File: src/rtl/tmwf_pkg.sv
package tmwf_pkg;

  // Sample and result width, fixed by the stream format
  localparam int unsigned DATA_W = 16;
  // Samples dropped from the window: one minimum, one maximum
  localparam int unsigned TRIM_COUNT = 2;
  // Result value while the window is still filling
  localparam logic [DATA_W-1:0] WARMUP_MARKER = 16'd8;

  // Controller states
  typedef enum logic [2:0] {
    ST_IDLE,
    ST_SCAN,
    ST_SCAN_END,
    ST_TRIM,
    ST_DIV,
    ST_OUT
  } state_t;

  // Controller to datapath
  typedef struct packed {
    logic accept;      // store the incoming sample, advance pointers
    logic scan_start;  // clear accumulators, rewind read index
    logic scan_rd;     // read one ring entry
    logic trim;        // form trimmed sum
    logic div_step;    // quotient through the reciprocal multiply
    logic load_out;    // move result into the output register
  } cmd_t;

  // Datapath to controller
  typedef struct packed {
    logic going_full;  // the sample being accepted completes the window
    logic scan_last;   // read index is at the last ring entry
    logic out_free;    // output register can take a new result
  } status_t;

endpackage

File: src/rtl/tmwf_ctrl.sv
module tmwf_ctrl (
  input  logic              clk,
  input  logic              rst_n,
  input  logic              in_valid,
  input  tmwf_pkg::status_t sts,
  output logic              in_ready,
  output tmwf_pkg::cmd_t    cmd
);

  tmwf_pkg::state_t state_r;
  tmwf_pkg::state_t state_nxt;

  // State register
  always_ff @(posedge clk) begin
    if (!rst_n) begin
      state_r <= tmwf_pkg::ST_IDLE;
    end else begin
      state_r <= state_nxt;
    end
  end

  // Next state
  always_comb begin
    state_nxt = state_r;
    case (state_r)
      tmwf_pkg::ST_IDLE: begin
        if (in_valid) begin
          state_nxt = sts.going_full ? tmwf_pkg::ST_SCAN : tmwf_pkg::ST_OUT;
        end
      end
      tmwf_pkg::ST_SCAN: begin
        if (sts.scan_last) begin
          state_nxt = tmwf_pkg::ST_SCAN_END;
        end
      end
      tmwf_pkg::ST_SCAN_END: state_nxt = tmwf_pkg::ST_TRIM;
      tmwf_pkg::ST_TRIM:     state_nxt = tmwf_pkg::ST_DIV;
      tmwf_pkg::ST_DIV:      state_nxt = tmwf_pkg::ST_OUT;
      tmwf_pkg::ST_OUT: begin
        if (sts.out_free) begin
          state_nxt = tmwf_pkg::ST_IDLE;
        end
      end
      default: state_nxt = tmwf_pkg::ST_IDLE;
    endcase
  end

  // Commands
  always_comb begin
    in_ready = 1'b0;
    cmd      = '0;
    case (state_r)
      tmwf_pkg::ST_IDLE: begin
        in_ready       = 1'b1;
        cmd.accept     = in_valid;
        cmd.scan_start = in_valid & sts.going_full;
      end
      tmwf_pkg::ST_SCAN: cmd.scan_rd  = 1'b1;
      tmwf_pkg::ST_TRIM: cmd.trim     = 1'b1;
      tmwf_pkg::ST_DIV:  cmd.div_step = 1'b1;
      tmwf_pkg::ST_OUT:  cmd.load_out = sts.out_free;
      default: begin
        in_ready = 1'b0;
      end
    endcase
  end

endmodule

File: src/rtl/tmwf_dp.sv
module tmwf_dp #(
  parameter int unsigned WINDOW = 20
) (
  input  logic                        clk,
  input  logic                        rst_n,
  input  tmwf_pkg::cmd_t              cmd,
  input  logic [tmwf_pkg::DATA_W-1:0] sample,
  input  logic                        out_ready,
  output tmwf_pkg::status_t           sts,
  output logic                        out_valid,
  output logic [tmwf_pkg::DATA_W-1:0] filtered,
  output logic                        ready_res
);

  localparam int unsigned DW      = tmwf_pkg::DATA_W;
  localparam int unsigned AW      = $clog2(WINDOW);
  localparam int unsigned SUM_W   = DW + AW;
  localparam int unsigned DIVISOR = WINDOW - tmwf_pkg::TRIM_COUNT;
  // Reciprocal ceil(2^SHIFT / DIVISOR), exact floor for any SUM_W-bit dividend
  localparam int unsigned DIV_L   = $clog2(DIVISOR);
  localparam int unsigned SHIFT   = SUM_W + DIV_L;
  localparam int unsigned PROD_W  = 2 * SUM_W + 1;
  localparam logic [SUM_W:0] RECIP =
    (SUM_W + 1)'(((64'd1 << SHIFT) + 64'(DIVISOR) - 64'd1) / 64'(DIVISOR));
  localparam logic [AW-1:0]    LAST_IDX = AW'(WINDOW - 1);
  localparam logic [AW:0]      FILL_MAX = (AW + 1)'(WINDOW);

  // Sample ring
  logic [DW-1:0] ring_mem [WINDOW];
  logic [DW-1:0] rd_data_r;

  logic [AW-1:0] wr_ptr_r;
  logic [AW:0]   fill_r;
  logic          mean_r;

  logic [AW-1:0] scan_idx_r;
  logic          rd_vld_r;
  logic [SUM_W-1:0] sum_r;
  logic [DW-1:0]    min_r;
  logic [DW-1:0]    max_r;

  logic [SUM_W-1:0]  trim_sum_r;
  logic [PROD_W-1:0] div_prod;
  logic [DW-1:0]     quo_r;

  logic          out_vld_r;
  logic [DW-1:0] out_data_r;
  logic          out_flag_r;

  // Ring write on accept, registered read during the scan
  always_ff @(posedge clk) begin
    if (cmd.accept) begin
      ring_mem[wr_ptr_r] <= sample;
    end
    if (cmd.scan_rd) begin
      rd_data_r <= ring_mem[scan_idx_r];
    end
  end

  // Write pointer and fill level
  always_ff @(posedge clk) begin
    if (!rst_n) begin
      wr_ptr_r <= '0;
      fill_r   <= '0;
    end else if (cmd.accept) begin
      wr_ptr_r <= (wr_ptr_r == LAST_IDX) ? '0 : wr_ptr_r + 1'b1;
      if (fill_r != FILL_MAX) begin
        fill_r <= fill_r + 1'b1;
      end
    end
  end

  assign sts.going_full = (fill_r >= FILL_MAX - 1'b1);

  // Result kind of the item in flight
  always_ff @(posedge clk) begin
    if (cmd.accept) begin
      mean_r <= sts.going_full;
    end
  end

  // Read index and read-data valid
  always_ff @(posedge clk) begin
    if (!rst_n) begin
      rd_vld_r <= 1'b0;
    end else begin
      rd_vld_r <= cmd.scan_rd;
    end
  end

  always_ff @(posedge clk) begin
    if (cmd.scan_start) begin
      scan_idx_r <= '0;
    end else if (cmd.scan_rd && scan_idx_r != LAST_IDX) begin
      scan_idx_r <= scan_idx_r + 1'b1;
    end
  end

  assign sts.scan_last = (scan_idx_r == LAST_IDX);

  // Sum, minimum and maximum over the window
  always_ff @(posedge clk) begin
    if (cmd.scan_start) begin
      sum_r <= '0;
      min_r <= '1;
      max_r <= '0;
    end else if (rd_vld_r) begin
      sum_r <= sum_r + SUM_W'(rd_data_r);
      if (rd_data_r < min_r) begin
        min_r <= rd_data_r;
      end
      if (rd_data_r > max_r) begin
        max_r <= rd_data_r;
      end
    end
  end

  // Divide by the constant: the trimmed sum is registered, then the reciprocal multiply follows in the next cycle
  assign div_prod = PROD_W'(trim_sum_r) * PROD_W'(RECIP);

  always_ff @(posedge clk) begin
    if (cmd.trim) begin
      trim_sum_r <= sum_r - SUM_W'(min_r) - SUM_W'(max_r);
    end
    if (cmd.div_step) begin
      quo_r <= div_prod[SHIFT +: DW];
    end
  end

  // Output register
  assign sts.out_free = ~out_vld_r | out_ready;

  always_ff @(posedge clk) begin
    if (!rst_n) begin
      out_vld_r <= 1'b0;
    end else if (cmd.load_out) begin
      out_vld_r <= 1'b1;
    end else if (out_ready) begin
      out_vld_r <= 1'b0;
    end
  end

  always_ff @(posedge clk) begin
    if (cmd.load_out) begin
      out_data_r <= mean_r ? quo_r : tmwf_pkg::WARMUP_MARKER;
      out_flag_r <= mean_r;
    end
  end

  assign out_valid = out_vld_r;
  assign filtered  = out_data_r;
  assign ready_res = out_flag_r;

endmodule

File: src/rtl/trimmed_mean_window_filter_unit.sv
// Sliding-window trimmed-mean filter.
// Input stream (in_*): one unsigned 16-bit sample per request on in_tdata.
// Result stream (out_*): one result per sample. out_tdata carries the
// filtered value, out_tuser is high once the window is full and the value is
// the trimmed mean; before that out_tdata is the warm-up marker 8.
// The newest WINDOW samples sit in a ring memory. Each sample after warm-up
// starts a scan of the ring, one entry per cycle through the memory read
// port, for sum, minimum and maximum, then the trimmed sum is divided by
// WINDOW-2 with one multiply by a constant reciprocal.
// Once the window is full the ring scan sets the pace of the stream; warm-up
// samples skip the scan and the divide. A new sample is taken only after
// the current one's result has been loaded into the output register.
// in_tready is high only while no sample is in work, but a finished result
// waiting in the output register does not block the next sample. If the
// receiver stalls, the next result waits in the controller until the
// output register drains.
// Reset (rst_n low, synchronous) empties the window and drops any pending
// result; the first WINDOW-1 samples after reset answer with the marker.
module trimmed_mean_window_filter_unit #(
  parameter int unsigned WINDOW = 20
) (
  input  logic                        clk,
  input  logic                        rst_n,
  input  logic                        in_tvalid,
  output logic                        in_tready,
  input  logic [tmwf_pkg::DATA_W-1:0] in_tdata,   // [15:0] sample
  output logic                        out_tvalid,
  input  logic                        out_tready,
  output logic [tmwf_pkg::DATA_W-1:0] out_tdata,  // [15:0] filtered
  output logic                        out_tuser   // [0] ready_res
);

  tmwf_pkg::cmd_t    cmd;
  tmwf_pkg::status_t sts;

  tmwf_ctrl u_ctrl (
    .clk      (clk),
    .rst_n    (rst_n),
    .in_valid (in_tvalid),
    .sts      (sts),
    .in_ready (in_tready),
    .cmd      (cmd)
  );

  tmwf_dp #(
    .WINDOW (WINDOW)
  ) u_dp (
    .clk       (clk),
    .rst_n     (rst_n),
    .cmd       (cmd),
    .sample    (in_tdata),
    .out_ready (out_tready),
    .sts       (sts),
    .out_valid (out_tvalid),
    .filtered  (out_tdata),
    .ready_res (out_tuser)
  );

  // One sample in work at a time
  a_one_in_flight: assert property (@(posedge clk) disable iff (!rst_n)
    (in_tvalid && in_tready) |=> !in_tready)
    else $error("input taken while a sample is in work");

  // A result never overwrites one that is still pending
  a_no_overwrite: assert property (@(posedge clk) disable iff (!rst_n)
    cmd.load_out |-> (!out_tvalid || out_tready))
    else $error("output register overwritten");

  // Warm-up results carry the marker
  a_warmup_marker: assert property (@(posedge clk) disable iff (!rst_n)
    (out_tvalid && !out_tuser) |-> (out_tdata == tmwf_pkg::WARMUP_MARKER))
    else $error("warm-up result without marker");

  // Divider runs only while the input side is closed
  a_div_busy: assert property (@(posedge clk) disable iff (!rst_n)
    (cmd.div_step || cmd.scan_rd) |-> !in_tready)
    else $error("input open during scan or divide");

endmodule

File: config.mk
export PLATFORM = sky130hd
export DESIGN_NAME = trimmed_mean_window_filter_unit
export DESIGN_NICKNAME = d
export VERILOG_FILES = /design/src/rtl/tmwf_pkg.sv /design/src/rtl/tmwf_ctrl.sv /design/src/rtl/tmwf_dp.sv /design/src/rtl/trimmed_mean_window_filter_unit.sv
export SDC_FILE = /design/constraint.sdc
export NUM_CORES = 1
export LEC_CHECK = 0
export BUFFER_PORTS_ARGS = -buffer_cell sky130_fd_sc_hd__buf_2
export CORE_UTILIZATION = 25
export CTS_BUF_LIST = sky130_fd_sc_hd__clkbuf_4
export CTS_CLUSTER_SIZE = 16
export DETAILED_ROUTE_END_ITERATION = 10
export PLACE_DENSITY = 0.36
export SETUP_SLACK_MARGIN = 0.05
export SYNTH_ARGS = -nofsm -noshare
export SYNTH_HDL_FRONTEND = slang
export SYNTH_SLANG_ARGS = --single-unit
export TNS_END_PERCENT = 30
File: constraint.sdc
create_clock -name clk -period 6.99 [get_ports clk]
set_input_delay 1.398 -clock clk [delete_from_list [all_inputs] [get_ports clk]]
set_output_delay 1.398 -clock clk [all_outputs]
set_load 0.03 [all_outputs]
=== Word-level counts from Yosys, hierarchy flattened ===
Memory sizes are Yosys's and may differ from the RTL's. A register that Yosys moved wholly into a read port is not among the register bits.
Index checks and enable logic that the tools add are counted.

* RAM bits: 320
* Memories: 1
* Input bits: 20
* Bits in registers: 129

* Muxes and demuxes: 16
* Equality and inequality tests: 12
* Bitwise logic cells: 3
* Magnitude comparators: 3
* Reduce and logical (&&, ||, !) cells: 7
* $add $sub $neg: 6
* $mul: 1

{| class="wikitable"
|+ Memories
! memory !! depth !! width !! rd ports !! clocked after memory_dff !! wr ports !! line !! RTL
|-
| u_dp.ring_mem || 20 || 16 || 1 || 1 || 1 || tmwf_dp.sv:29 || <nowiki>logic [DW-1:0] ring_mem [WINDOW];</nowiki>
|}

{| class="wikitable"
|+ Operators by type and width
! operator !! number
|-
| $mul A21 B22 Y42 const B || 1
|-
| $sub A21 B16 Y21 || 2
|-
| $add A21 B16 Y21 || 1
|-
| $pmux W3 S6 || 1
|-
| $gt A16 B16 Y1 || 1
|-
| $lt A16 B16 Y1 || 1
|-
| $mux W3 || 4
|-
| $add A5 B1 Y5 const B || 2
|-
| $eq A5 B5 Y1 const B || 2
|-
| $mux W1 || 9
|-
| $add A6 B1 Y6 const B || 1
|-
| $eq A3 B2 Y1 const B || 2
|-
| $eq A3 B3 Y1 const B || 2
|-
| $ge A6 B5 Y1 const B || 1
|-
| $ne A6 B5 Y1 const B || 1
|-
| $reduce_and A2 Y1 || 3
|-
| $mux W5 || 1
|-
| $ne A5 B5 Y1 const B || 1
|-
| $ne A2 B2 Y1 const B || 2
|-
| $eq A3 B1 Y1 const B || 1
|-
| $logic_not A3 Y1 || 1
|-
| $reduce_and A3 Y1 || 1
|-
| $mux W2 || 1
|-
| $ne A2 B1 Y1 const B || 1
|-
| 5 further kinds || 5
|}

=== Depth between registers and ports, before layout ===
Gate-level depths: netlist (run 1).

* Depth after elaboration: 5
* Gate-level depth with buffers: 25

=== Hierarchy ===
From an unflattened synthesis (run 1), not the netlist that was laid out.

* Cell total of the unflattened synthesis: 1,927
* Area, all modules: 26,749.4 µm²

{| class="wikitable"
|+ By module, submodules not included
! module !! sequential area each (µm²) !! cells an instance !! area an instance (µm²) !! times used
|-
| tmwf_dp || 13,162.6 || 1,900 || 26,548.0 || 1
|-
| tmwf_ctrl || 60.1 || 27 || 201.4 || 1
|}

=== Worst setup path after synthesis (run 1) ===
OpenSTA, ideal clock, no wires.

* Path kind: register to register
* Start point: register u_dp.trim_sum_r[18]
* End point: register u_dp.quo_r[10] (data pin)
* Setup slack: 929 ps
* Required time: 6,724 ps
* Buffers on the path: 0
* Stages on the path, launching flop included: 21
* Clock period less this slack: 6,061 ps
* Arrival: 5,796 ps
* Cell sequence: edfxtp_1 fa_1 inv_1 fa_1 fa_1 inv_1 ha_1 a21o_1 fa_1 fa_1 inv_1 fa_1 inv_1 ha_1 o21a_1 o21ai_0 nor4_1 a211oi_1 o221ai_1 a311o_1 xor2_1

* Longest elaborated chain between the ends: 1

{| class="wikitable"
|+ Ends and longest elaborated chain
! what !! line !! RTL
|-
| start: declaration || tmwf_dp.sv:42 || <nowiki>logic [SUM_W-1:0] trim_sum_r;</nowiki>
|-
| start signal: assignment || tmwf_dp.sv:123 || <nowiki>trim_sum_r <= sum_r - SUM_W'(min_r) - SUM_W'(max_r);</nowiki>
|-
| $mul A21 B22 Y42 || tmwf_dp.sv:119 || <nowiki>assign div_prod = PROD_W'(trim_sum_r) * PROD_W'(RECIP);</nowiki>
|-
| net u_dp.div_prod[36] || tmwf_dp.sv:43 || <nowiki>logic [PROD_W-1:0] div_prod;</nowiki>
|-
| end signal: assignment || tmwf_dp.sv:126 || <nowiki>quo_r <= div_prod[SHIFT +: DW];</nowiki>
|-
| end: declaration || tmwf_dp.sv:44 || <nowiki>logic [DW-1:0] quo_r;</nowiki>
|}

The timed path passes the listed nets, and every way through them passes these cells.
A chain may end at the register's enable or synchronous reset.

=== Final worst setup path (run 1) ===
* Start point: register u_dp.trim_sum_r[18]
* End point: register u_dp.quo_r[13] (data pin)

The elaborated chain is that of the path after synthesis.

==> key figures, run 1 <==
STA
  – Actual slew at the worst max-slew pin: 1.04 ns
  – Max_slew headroom: 30.7%
  – Hold Violations, Final: 0
  – RSZ-0062 raised after global routing: false
  – Crit path time final: 6.64 ns
  – Clock skew: 0.0846 ns
  – Max Fclk: roughly 150 MHz
  – Fin. max-slew vios: 0
  – Setup TNS: 0 ns
  – Tcrit/Tclk final: between 90% and 100%
  – Final setup viols: 0

Logic synthesis
  – Number of synthesized register bits: about 470
  – Post-synthesis sequential area ratio: 48.4%
  – Post-Syn Area: around 0.027 sq mm
  – Post-synth EDFFs: around 390
  – Yosys Warn Count: 0
  – Synth Instances: 2023
  – Synth Flop Type: edfxtp_1
  – Synth cell types: between 60 and 70
  – Synthesized net count: 2445
  – Syn_area_per_cell: 13.5 sq um
  – FFs w/ async S/R, synth: 0%

Die
  – Die Y: 333 um
  – Starting density of the core: 25.4%
  – FP Rows: 120
  – Core area: 0.108 sq mm
  – Die Area: 0.111 sq mm
  – Die extent in x: between 300 and 400 um
  – Top Ports: 39

Clock network
  – Clock insertion delay at the later pin of the skew report: between 0.9 and 1 ns
  – Worst-path clk slew: approximately 0.06 ns
  – Post-CTS Setup Inserts: 0
  – CTS max path bufs: 3
  – Total clock buffers created by CTS: between 100 and 150
  – CTS H-Tree Depth: 4
  – CTS tree: built
  – Clock root buffer: clkbuf_4
  – Num Clock Sinks: 465
  – Post_cts resized: 0
  – # hold bufs at CTS: 0

Global route
  – GRT Overall Usage: around 13%
  – Vias in the first global route: ~18000
  – First-pass GRT wire length: 106000 um
  – Initial antenna violation count: 3
  – Pin count of the biggest net entering global routing: 58
  – Total gr overflow: 0

Drt
  – DR vias: approximately 16000
  – Routed wire length: between 70000 and 80000 um
  – Iteration-0 DRC count of the detailed router: 585
  – WL per Instance: 19.1 um
  – DRC violation count after routing: 0
  – Final ANT Viol Nets: 0
  – DR vias/cell: approximately 4.4
  – First drt pass iteration count: 4

Job
  – Max-cap viol count: 0

Status
  – Outcome: finished, final reports clean

Critical path
  – CP arrival: 7.32 ns
  – Required time of the critical path: about 7.7 ns
  – Critical setup path kind: reg -> reg
  – Worst setup SP type: flop
  – Critical path peak fanout: 7
  – Reg2Reg Launch Point: u_dp.trim_sum_r[18]$_DFFE_PN_
  – Worst Setup End Kind: flop
  – Crit. Startpoint: u_dp.trim_sum_r[18]$_DFFE_PN_

Min path
  – Hold crit path type: reg -> reg
  – Hold Crit Start: u_dp.max_r[10]$_SDFFE_PP0P_

Placement
  – DPL Wire Length: 49500 um
  – Final Wtd Congestion: ~0.80
  – PortBufs: 38

Finish
  – Layout cells sized above 1: 19.4%
  – P&R area growth vs syn: 14.0%
  – Layout net count: around 2600
layer usage:
metal	global-route usage (%)	up-vias	routed length [um]
met5	0	-	18
met4	5.38	2	2210
met3	2.71	147	2380
met2	22.8	277	35900
met1	15.1	8055	29600
li1	-	7715	-
per-stage QoR:
| stage | hold WS (ns) | worst slack (ns) | area (sq um) | utilization, % | instances |
|---|---|---|---|---|---|
| 6_report | 0.471 | 0.346 | 31200 | 28.9 | 3677 |
| 5_1_grt | 0.498 | 0.0934 | 31200 | 28.9 | 3677 |
| 4_1_cts | 0.477 | 0.270 | 31100 | 28.9 | 3674 |
| 3_5_place_dp | 0.466 | 0.251 | 29300 | 27.2 | 3423 |
| 3_3_place_gp | 0.458 | 0.290 | 29300 | 27.2 | 3423 |
| 2_1_floorplan | 0.444 | 0.929 | 27300 | - | 2023 |
worst max-delay path, stage by stage (launching register included):
cell	delay, ns
edfxtp_1	0.50
fa_1	0.53
fa_1	0.52
inv_1	0.07
fa_1	0.48
inv_1	0.07
fa_1	0.49
inv_1	0.05
fa_1	0.47
fa_1	0.50
inv_1	0.04
ha_1	0.28
ha_1	0.40
a21o_1	0.23
a21o_1	0.18
a21oi_2	0.21
nand2b_1	0.10
a2111oi_2	0.58
o41ai_2	0.17
buf_4	0.17
a221oi_2	0.26
xnor2_1	0.09
registers in the layout (all words and copies together), names as in the netlist, 5 cells and up:
signal and count:
u_dp.quo_r 16, u_dp.trim_sum_r 21, u_dp.filtered 16, u_dp.sum_r 21, u_dp.ring_mem 320, u_dp.wr_ptr_r 5, u_dp.max_r 16, u_dp.min_r 16
u_dp.fill_r 6, u_dp.rd_data_r 16, u_dp.scan_idx_r 5
cell type report:
class | count | area (sq um)
Fill cell | 11000 | 76500
Tap cell | 1403 | 1760
Multi-Input combinational cell | 1227 | 13000
Inverter | 274 | 1030
Timing Repair Buffer | 54 | 310
Sequential cell | 465 | 13200
Clock buffer | 207 | 1550
Antenna cell | 3 | 7.51
Clock inverter | 44 | 272
cells by family after synthesis:
group                    share of synthesized area (%)
AO/OA/AOI/OAI                                     6.88
XOR/XNOR                                          2.15
adder cells (fa/ha/maj)                           22.3
buffers and inverters                             4.60
flip-flops                                        48.4
multiplexers                                      9.30
AND/OR/NAND/NOR                                   6.39
cells in the mapped netlist (6+ instances only):
master	n	share of area (%)
nand2_1	92	1.3
a21oi_1	63	1.2
dfxtp_1	74	5.4
buf_2	12	0.22
and3_1	8	0.18
and2_1	30	0.69
nand2b_1	17	0.39
edfxtp_1	391	43
nand3_1	36	0.66
o21ai_0	65	1.2
nor2_1	85	1.2
and4_1	6	0.19
mux2_2	16	0.66
a21boi_0	6	0.16
xnor2_1	45	1.4
ha_1	261	12
a21o_1	41	1.1
o31ai_1	6	0.16
o21a_1	12	0.33
inv_1	274	3.8
fa_1	141	10
nor3_1	12	0.22
mux4_2	96	7.9
nor2b_1	14	0.32
mux2i_1	20	0.73
a211oi_1	12	0.33
o211ai_1	21	0.58
nand4_1	18	0.41
buf_1	6	0.082
xor2_1	22	0.71
clkbuf_1	39	0.54
nand3b_1	7	0.19
worst paths after layout:
check | end | slack [ns] | depth (start not counted)
worst max-delay path | u_dp.quo_r[13]$_DFFE_PN_ | 0.35 | 21
worst min-delay path | u_dp.max_r[10]$_SDFFE_PP0P_ | 0.47 | 2
worst max register to register | u_dp.quo_r[13]$_DFFE_PN_ | 0.35 | 21
worst min register to register | u_dp.max_r[10]$_SDFFE_PP0P_ | 0.47 | 2
placed cells by master (no fill, tap or decap), drive strengths merged, types with 14 or more instances in the layout:
master and count:
inv 282, o211ai 21, clkinv 33, nor2b 14, dfxtp 74, a21o 41
mux2 16, and2 30, fa 141, xnor2 45, nand3 36, mux2i 20
mux4 96, xor2 22, nor2 85, clkbuf 207, edfxtp 391, o21ai 66
a21oi 65, nand2 92, ha 261, nand4 18, buf 54, nand2b 17
Power of run 1 is left out: the tool's default activity adds up to more than one toggle a clock period on the data nets, which glitch-free logic cannot reach.
==> run 2, diff against run 1 <==
--- a/config.mk
+++ b/config.mk
@@ -5,6 +5,7 @@
 export SDC_FILE = /design/constraint.sdc
 export NUM_CORES = 1
 export LEC_CHECK = 0
+export ABC_AREA = 1
 export BUFFER_PORTS_ARGS = -buffer_cell sky130_fd_sc_hd__buf_2
 export CORE_UTILIZATION = 25
 export CTS_BUF_LIST = sky130_fd_sc_hd__clkbuf_4
@@ -14,5 +15,5 @@
 export SETUP_SLACK_MARGIN = 0.05
 export SYNTH_ARGS = -nofsm -noshare
 export SYNTH_HDL_FRONTEND = slang
+export SYNTH_HIERARCHICAL = 1
 export SYNTH_SLANG_ARGS = --single-unit
-export TNS_END_PERCENT = 30
==> run 2 against run 1 <==
Critical path depth is 3 lower. Fmax is 12% higher. Final area grew 3.9%. Global-route usage up 2.2 points. Synthesized cell count rose by 45%. Setup slack improved by 0.72 ns. Routed wire length grew 24%. Highest routed layer is now met4.
==> key figures, run 2 <==
STA
  – Tcrit/Tclk final: 84.8% (-10 points)
  – Clock skew: 0.0820 ns (-0.00253 ns)
  – Fin. max-slew vios: 0 (unchanged)
  – Max_slew headroom: 19.3% (-11 points)
  – Actual slew at the worst max-slew pin: 1.21 ns (+0.175 ns)
  – Max Fclk: 169 MHz (+12%)
  – Setup TNS: 0 ns (unchanged)
  – Hold Violations, Final: 0 (unchanged)
  – Crit path time final: 5.93 ns (-0.715 ns)
  – Final setup viols: 0 (unchanged)
  – RSZ-0062 raised after global routing: false

Clock network
  – Post_cts resized: 0 (unchanged)
  – Total clock buffers created by CTS: 140 (-0.71%)
  – Clock insertion delay at the later pin of the skew report: 1.03 ns (+0.04 ns)
  – Num Clock Sinks: 465 (unchanged)
  – Worst-path clk slew: 0.06 ns (about the same)
  – Clock root buffer: clkbuf_4
  – CTS max path bufs: 3 (unchanged)
  – CTS H-Tree Depth: 4 (unchanged)
  – # hold bufs at CTS: 0 (unchanged)
  – Post-CTS Setup Inserts: 0 (unchanged)
  – CTS tree: built

Min path
  – Hold crit path type: reg -> reg

Global route
  – Vias in the first global route: 21800 (+24%)
  – GRT Overall Usage: 15.1% (+2.2 points)
  – First-pass GRT wire length: 132000 um (+25%)
  – Total gr overflow: 0 (unchanged)
  – Pin count of the biggest net entering global routing: 122 (+110%)
  – Initial antenna violation count: 3 (unchanged)

Finish
  – P&R area growth vs syn: 12.8%
  – Cell Count, Final, Fillers Out: 4668 (+27%)
  – Reg with most FFs: u_dp/ring_mem
  – Commonest non-fill, non-tap cell in the layout: nand2_1
  – Top Registers: u_dp/ring_mem (320), u_dp/sum_r (21), u_dp/trim_sum_r (21)
  – Layout cells sized above 1: 10.6% (-8.8 points)
  – Max reg flops: 320 (unchanged)
  – Commonest non-fill, non-tap cells in the layout: 422 x nand2_1, 409 x inv_1, 391 x edfxtp_1
  – Fillers: 12000 (+9.3%)
  – Layout net count: 3472 (+34%)

Placement
  – DP Cell Count: 4410 (+29%)
  – DPL Wire Length: 64000 um (+29%)
  – PortBufs: 38 (unchanged)
  – Final Wtd Congestion: 0.849 (+6.4%)

Die
  – Core area: 0.113 sq mm (+5.1%)
  – Die Area: 0.116 sq mm (+5.0%)
  – Starting density of the core: 25.4% (about the same)
  – FP Rows: 123 (+2.5%)
  – Top Ports: 39 (unchanged)
  – Die Y: 341 um (+2.5%)
  – Die extent in x: 341 um (+2.5%)

Status
  – Outcome: finished, final reports clean

Logic synthesis
  – Synth Flop Type: edfxtp_1
  – FFs w/ async S/R, synth: 0% (unchanged)
  – Synth cell types: 52 (-25%)
  – Ranking of synthesized cells by area: edfxtp_1 41%, ha_1 11%, fa_1 9.8%
  – Post-synth top area cell: edfxtp_1
  – Synthesized net count: 3347 (+37%)
  – Most common cell in the netlist: nand2_1
  – Post-Syn Area: 0.0287 sq mm (+5.1%)
  – Synth Instances: 2927 (+45%)
  – Post-synth EDFFs: 391 (unchanged)
  – Yosys Warn Count: 6 (+6)
  – Number of synthesized register bits: 465 (unchanged)
  – Syn_area_per_cell: 9.81 sq um (-27%)
  – Post-synthesis sequential area ratio: 46.1% (-2.3 points)
  – Yosys top cell area share: 40.9% (-2.1 points)
  – Synth top cells by count: 422 x nand2_1, 409 x inv_1, 391 x edfxtp_1, 367 x nor2_1, 259 x ha_1

Critical path
  – Critical setup path kind: reg -> reg
  – Family with the most delay on the worst path: adder cells
  – Required time of the critical path: 7.76 ns (+0.09 ns)
  – Worst path cell trace: fa_1 -> inv_1 -> fa_1 -> fa_1 -> inv_1 -> ha_1 -> a21o_1 -> fa_1 -> fa_1 -> fa_1 -> ha_1 -> nand2_1 -> nor2_1 -> nand2_1 -> nor2_1 -> nand3_1 -> nand4_1 -> nand2_1
  – Worst setup SP type: flop
  – Crit-path most repeated cell: fa_1
  – Critical path peak fanout: 5 (-2)
  – Slowest-stage cell, CP: fa_1
  – Worst Setup End Kind: flop
  – Crit-path max cell delay: 0.65 ns (+0.07 ns)
  – CP arrival: 6.70 ns (-0.62 ns)
  – CP Buf/Inv Count: 2 (-3)

Drt
  – DR vias/cell: 4.50 (+2.1%)
  – DRC violation count after routing: 0 (unchanged)
  – First drt pass iteration count: 5 (+1)
  – Final ANT Viol Nets: 0 (unchanged)
  – Routed wire length: 86600 um (+24%)
  – WL per Instance: 18.5 um (-2.7%)
  – DR vias: 21000 (+30%)
  – Iteration-0 DRC count of the detailed router: 1121 (+92%)

Job
  – Max-cap viol count: 0 (unchanged)
-- run 2: stage by stage --
step                area (sq um)  hold slack [ns]  utilization [%]  setup slack, ns
floorplan                  28700            0.424                -             1.57
detailed placement         30600            0.443             27.0             1.04
finish                     32400            0.456             28.6             1.06
CTS                        32300            0.458             28.6             1.11
global route               32400            0.474             28.6            0.784
global placement           30600            0.443             27.0             1.05
-- run 2: worst register-to-register path: cells and delay by family, from the launching register on --
kind	cells	cell delay (ns)
adders and majority gates	8	3.85
AOI/OAI and AO/OA	1	0.21
buffers and inverters	2	0.12
and+or+nand+nor	7	1.07
DFF	1	0.51
-- run 2: worst paths after layout --
path	from	slack, ns	endpoint	depth (start not counted)
hold reg to reg	u_dp/min_r[6]$_SDFFE_PP1P_	0.46	u_dp/min_r[6]$_SDFFE_PP1P_	2
setup reg to reg	u_dp/trim_sum_r[18]$_DFFE_PP_	1.06	u_dp/quo_r[11]$_DFFE_PP_	18
setup / recovery	u_dp/trim_sum_r[18]$_DFFE_PP_	1.06	u_dp/quo_r[11]$_DFFE_PP_	18
hold / removal	u_dp/min_r[6]$_SDFFE_PP1P_	0.46	u_dp/min_r[6]$_SDFFE_PP1P_	2
-- run 2: layer usage --
layer	up-vias	track usage [%]	share of wire (%)
met5	-	0	0
met4	0	4.67	1.9
met3	129	2.96	4.6
met2	390	24.6	47
met1	10200	20.1	47
li1	10300	-	-
-- run 2: area by class of cell --
cell class              count  area, sq um  area share [%]
flip-flops and latches    465        13200            40.9
clock buffers             204         1530            4.73
well taps                1500         1880            5.80
clock inverters            42          225           0.696
inverters                 415         1560            4.83
repair buffers             68          428            1.32
multi-input cells        1962        13500            41.7
diodes                     12         30.0          0.0927
-- run 2: cells by family after synthesis --
logic type / Yosys count / share of synthesized area, %
buf+inv: 500 / 7.04
compound gates: 517 / 9.96
xor+xnor: 36 / 1.10
fa+ha+maj: 400 / 21.1
flops: 465 / 46.1
simple gates: 1009 / 14.7
Power of run 2 is left out for the same reason.
==> run 3, diff against run 2 <==
--- a/config.mk
+++ b/config.mk
@@ -5,7 +5,7 @@
 export SDC_FILE = /design/constraint.sdc
 export NUM_CORES = 1
 export LEC_CHECK = 0
-export ABC_AREA = 1
+export ABC_AREA = 0
 export BUFFER_PORTS_ARGS = -buffer_cell sky130_fd_sc_hd__buf_2
 export CORE_UTILIZATION = 25
 export CTS_BUF_LIST = sky130_fd_sc_hd__clkbuf_4
==> constraint.sdc (replaced) <==
create_clock -name clk -period 6.1 [get_ports clk]
set_input_delay 1.22 -clock clk [delete_from_list [all_inputs] [get_ports clk]]
set_output_delay 1.22 -clock clk [all_outputs]
set_load 0.03 [all_outputs]
==> run 3 against run 2 <==
The flow now finishes with violations (design-rule violations, negative setup slack). Non-clock buffer count rose by 119. Synthesized cell count fell by 34%. Critical path depth rose by 3. Area after synthesis fell by 6.8%. Global-route usage fell by 1.9 points. Setup slack got worse by 1.1 ns. Clock skew rose by 0.022 ns. Hold slack improved by 0.040 ns. Fmax fell by 3.4%. Routed wire length fell by 20%. Via count fell by 24%. Critical path type unchanged. Largest cell class is now sequential cells.
==> key figures, run 3 <==
Die
  – Die Area: 0.108 sq mm (-6.8%)
  – Die extent in x: 329 um (-3.4%)
  – FP Rows: 119 (-3.3%)
  – Die Y: 329 um (-3.4%)
  – Core area: 0.106 sq mm (-6.5%)
  – Top Ports: 39 (unchanged)
  – Starting density of the core: 25.3% (-0.072 points)

Logic synthesis
  – Synth top cells by count: 391 x edfxtp_1, 259 x ha_1, 259 x inv_1, 141 x fa_1, 96 x mux4_2
  – Post-Synth Simple-Gate Area: 6.19% (-8.5 points)
  – Most common cell in the netlist: edfxtp_1
  – Yosys top cell area share: 43.9% (+3.0 points)
  – Synth Area in XOR/XNOR: 2.26% (+1.2 points)
  – Yosys Warn Count: 6 (unchanged)
  – Synth Area in Compound Gates: 5.57% (-4.4 points)
  – FFs w/ async S/R, synth: 0% (unchanged)
  – Post-Syn Area: 0.0267 sq mm (-6.8%)
  – Synth Instances: 1927 (-34%)
  – Post-synth top area cell: edfxtp_1
  – Adder-Cell Fraction of Synth Area: 22.7% (+1.5 points)
  – Synth Flop Type: edfxtp_1
  – Post-synthesis sequential area ratio: 49.4% (+3.4 points)
  – Synth cell types: 70 (+35%)
  – Largest family of logic cells by synthesized area: adder cells
  – Number of synthesized register bits: 465 (unchanged)
  – Ranking of synthesized cells by area: edfxtp_1 44%, ha_1 12%, fa_1 11%
  – Post-synth EDFFs: 391 (unchanged)
  – Multiplexer share of the synthesized area: 9.44% (+9.4 points)
  – Synthesized net count: 2347 (-30%)
  – Syn_area_per_cell: 13.9 sq um (+42%)

Critical path
  – CP arrival: 6.87 ns (+0.17 ns)
  – R2R Setup Slk: -0.04 ns (-1.10 ns)
  – Worst Setup End Kind: flop
  – Required time of the critical path: 6.83 ns (-0.93 ns)
  – Critical path peak fanout: 3 (-2)
  – Critical setup path kind: reg -> reg
  – Worst setup SP type: flop

STA
  – Tcrit/Tclk final: 101% (+16 points)
  – Setup TNS: -0.132 ns (-0.132 ns)
  – Max Fclk: 163 MHz (-3.4%)
  – Actual slew at the worst max-slew pin: 1.13 ns (-0.0785 ns)
  – Clock skew: 0.104 ns (+0.0224 ns)
  – Final hold slack: 0.496 ns (+0.0400 ns)
  – Max_slew headroom: 24.6% (+5.3 points)
  – Final setup viols: 5 (+5)
  – Fin. max-slew vios: 0 (unchanged)
  – Hold Violations, Final: 0 (unchanged)
  – Post-route worst setup slack: -0.0394 ns (-1.10 ns)
  – Crit path time final: 6.14 ns (+0.211 ns)
  – RSZ-0062 raised after global routing: true

Finish
  – Fillers: 10800 (-9.8%)
  – Max reg flops: 320 (unchanged)
  – Reg with most FFs: u_dp/ring_mem
  – Cell Count, Final, Fillers Out: 3691 (-21%)
  – Area of the multi-input gates: 0.0127 sq mm (-6.1%)
  – Register Area: 0.0132 sq mm (about the same)
  – Final Util: 29.9% (+1.3 points)
  – Commonest non-fill, non-tap cell in the layout: edfxtp_1
  – Layout cells sized above 1: 25.4% (+15 points)
  – Commonest non-fill, non-tap cells in the layout: 391 x edfxtp_1, 248 x ha_1, 247 x inv_1
  – Layout net count: 2621 (-25%)
  – P&R area growth vs syn: 18.3%
  – Top Registers: u_dp/ring_mem (320), u_dp/sum_r (21), u_dp/trim_sum_r (21)

Global route
  – Initial antenna violation count: 7 (+4)
  – First-pass GRT wire length: 105000 um (-21%)
  – Pin count of the biggest net entering global routing: 58 (-52%)
  – Most used routing layer: met2
  – GR met2 Demand/Resource: 23.0% (-1.6 points)
  – Total gr overflow: 0 (unchanged)
  – Vias in the first global route: 17100 (-21%)
  – GRT Overall Usage: 13.1% (-1.9 points)
  – Met1 Resource Use GR: 15.8% (-4.2 points)
  – Met3 Use GR: 3.04% (+0.078 points)

Placement
  – DPL Wire Length: 48900 um (-24%)
  – Worst slack at placement: -0.314 ns (-1.36 ns)
  – Final Wtd Congestion: 0.791 (-6.8%)
  – DP Cell Count: 3440 (-22%)
  – PortBufs: 38 (unchanged)

Drt
  – WL per Instance: 18.7 um (+0.60%)
  – DRC violation count after routing: 9 (+9)
  – Final ANT Viol Nets: 0 (unchanged)
  – DR vias: 15900 (-24%)
  – DR vias/cell: 4.32 (-4.0%)
  – First drt pass iteration count: 8 (+3)
  – Routed wire length: 68900 um (-20%)
  – Iteration-0 DRC count of the detailed router: 785 (-30%)

Clock network
  – Num Clock Sinks: 465 (unchanged)
  – Clock insertion delay at the later pin of the skew report: 1.05 ns (+0.02 ns)
  – CTS max path bufs: 3 (unchanged)
  – CTS H-Tree Depth: 4 (unchanged)
  – Clock root buffer: clkbuf_4
  – Worst-path clk slew: 0.06 ns (about the same)
  – CTS tree: built
  – Total clock buffers created by CTS: 136 (-2.9%)
  – # hold bufs at CTS: 0 (unchanged)

Power
  – VDD IR-drop max: 0.175 mV
  – Leakage: about 13 nW
  – Pwr dens: 394 mW/mm^2

Status
  – Failing checks: design-rule violations, negative setup slack
  – Outcome: complete, but fails checks

Job
  – Max-cap viol count: 0 (unchanged)

Min path
  – Hold crit path type: reg -> reg
run 3: changes by cell type in the layout (fill, tap and decap cells not counted), sizes merged, moves of 30 or more:
cell,before,now
nand2,425,76
nor2,370,92
o21ai,248,40
inv,420,265
buf,68,187
nand3,131,21
mux4,0,96
a21oi,138,63
o22ai,80,5
and2,0,43
xnor2,14,45
mux2i,0,30
run 3: per-stage QoR:
stage          area (sq um)  power (mW)
2_1_floorplan         26700        7.92
3_3_place_gp          29500        9.47
3_5_place_dp          29500        9.45
4_1_cts               31400        12.7
5_1_grt               31600        13.5
6_report              31700        12.5
run 3: path summary, 6_finish.rpt:
path,startpoint,end,cells after the start
worst min-delay path,u_dp/max_r[3]$_SDFFE_PP0P_,u_dp/max_r[3]$_SDFFE_PP0P_,2
worst max register to register,u_dp/trim_sum_r[18]$_DFFE_PP_,u_dp/quo_r[5]$_DFFE_PP_,21
worst max-delay path,u_dp/trim_sum_r[18]$_DFFE_PP_,u_dp/quo_r[5]$_DFFE_PP_,21
worst min register to register,u_dp/max_r[3]$_SDFFE_PP0P_,u_dp/max_r[3]$_SDFFE_PP0P_,2
run 3: worst max-delay path, cell delays in order (launching register included):
cell and delay, ns:
edfxtp_1 0.43, fa_2 0.62, inv_2 0.04, fa_1 0.47, fa_2 0.60, inv_2 0.04, ha_4 0.27, a21o_1 0.12
fa_2 0.45, fa_1 0.53, fa_1 0.54, ha_4 0.30, nand4_1 0.11, nor2_2 0.18, o311ai_2 0.12, a31oi_2 0.20
nor2_2 0.07, o21ai_2 0.20, buf_4 0.16, a31oi_2 0.10, buf_4 0.15, xnor2_1 0.12
run 3: cells by family (layout without fill, tap and decap cells):
| kind of cell | Yosys count | count (layout) |
|---|---|---|
| flops | 465 | 465 |
| fa+ha+maj | 400 | 400 |
| simple gates | 333 | 333 |
| buf+inv | 311 | 679 |
| compound gates | 218 | 218 |
| mux | 131 | 131 |
| xor+xnor | 69 | 69 |
| other cells | 0 | 5 |
run 3: cell type report:
class	instances	share of cell area, %
sequential	465	41.8
multi-input combinational	1151	40.0
tap	1391	5.50
clock buffer	196	4.65
timing repair buffer	187	4.19
inverter	260	3.08
clock inverter	36	0.727
antenna	5	0.0395
run 3: repair_timing:
item | CTS | global route
setup endpoints to repair | 13 | 15
gates resized for setup | 33 | 42
setup buffers | 7 | 10
endpoints found under the hold margin | 0 | 0
pin swaps | 31 | 30
run 3: layer usage:
metal / vias to the layer above / part of all wire, %
met5: - / 0.061
met4: 6 / 2.3
met2: 232 / 51
li1: 7566 / -
met1: 8027 / 43
met3: 114 / 3.5
run 3: where the power goes:
group	internal, mW	leakage [nW]	switching (mW)
combinational	2.54	7.79	2.75
clock	1.53	1.01	1.44
sequential	3.86	4.15	0.356
(Power assumes the default switching activity.)
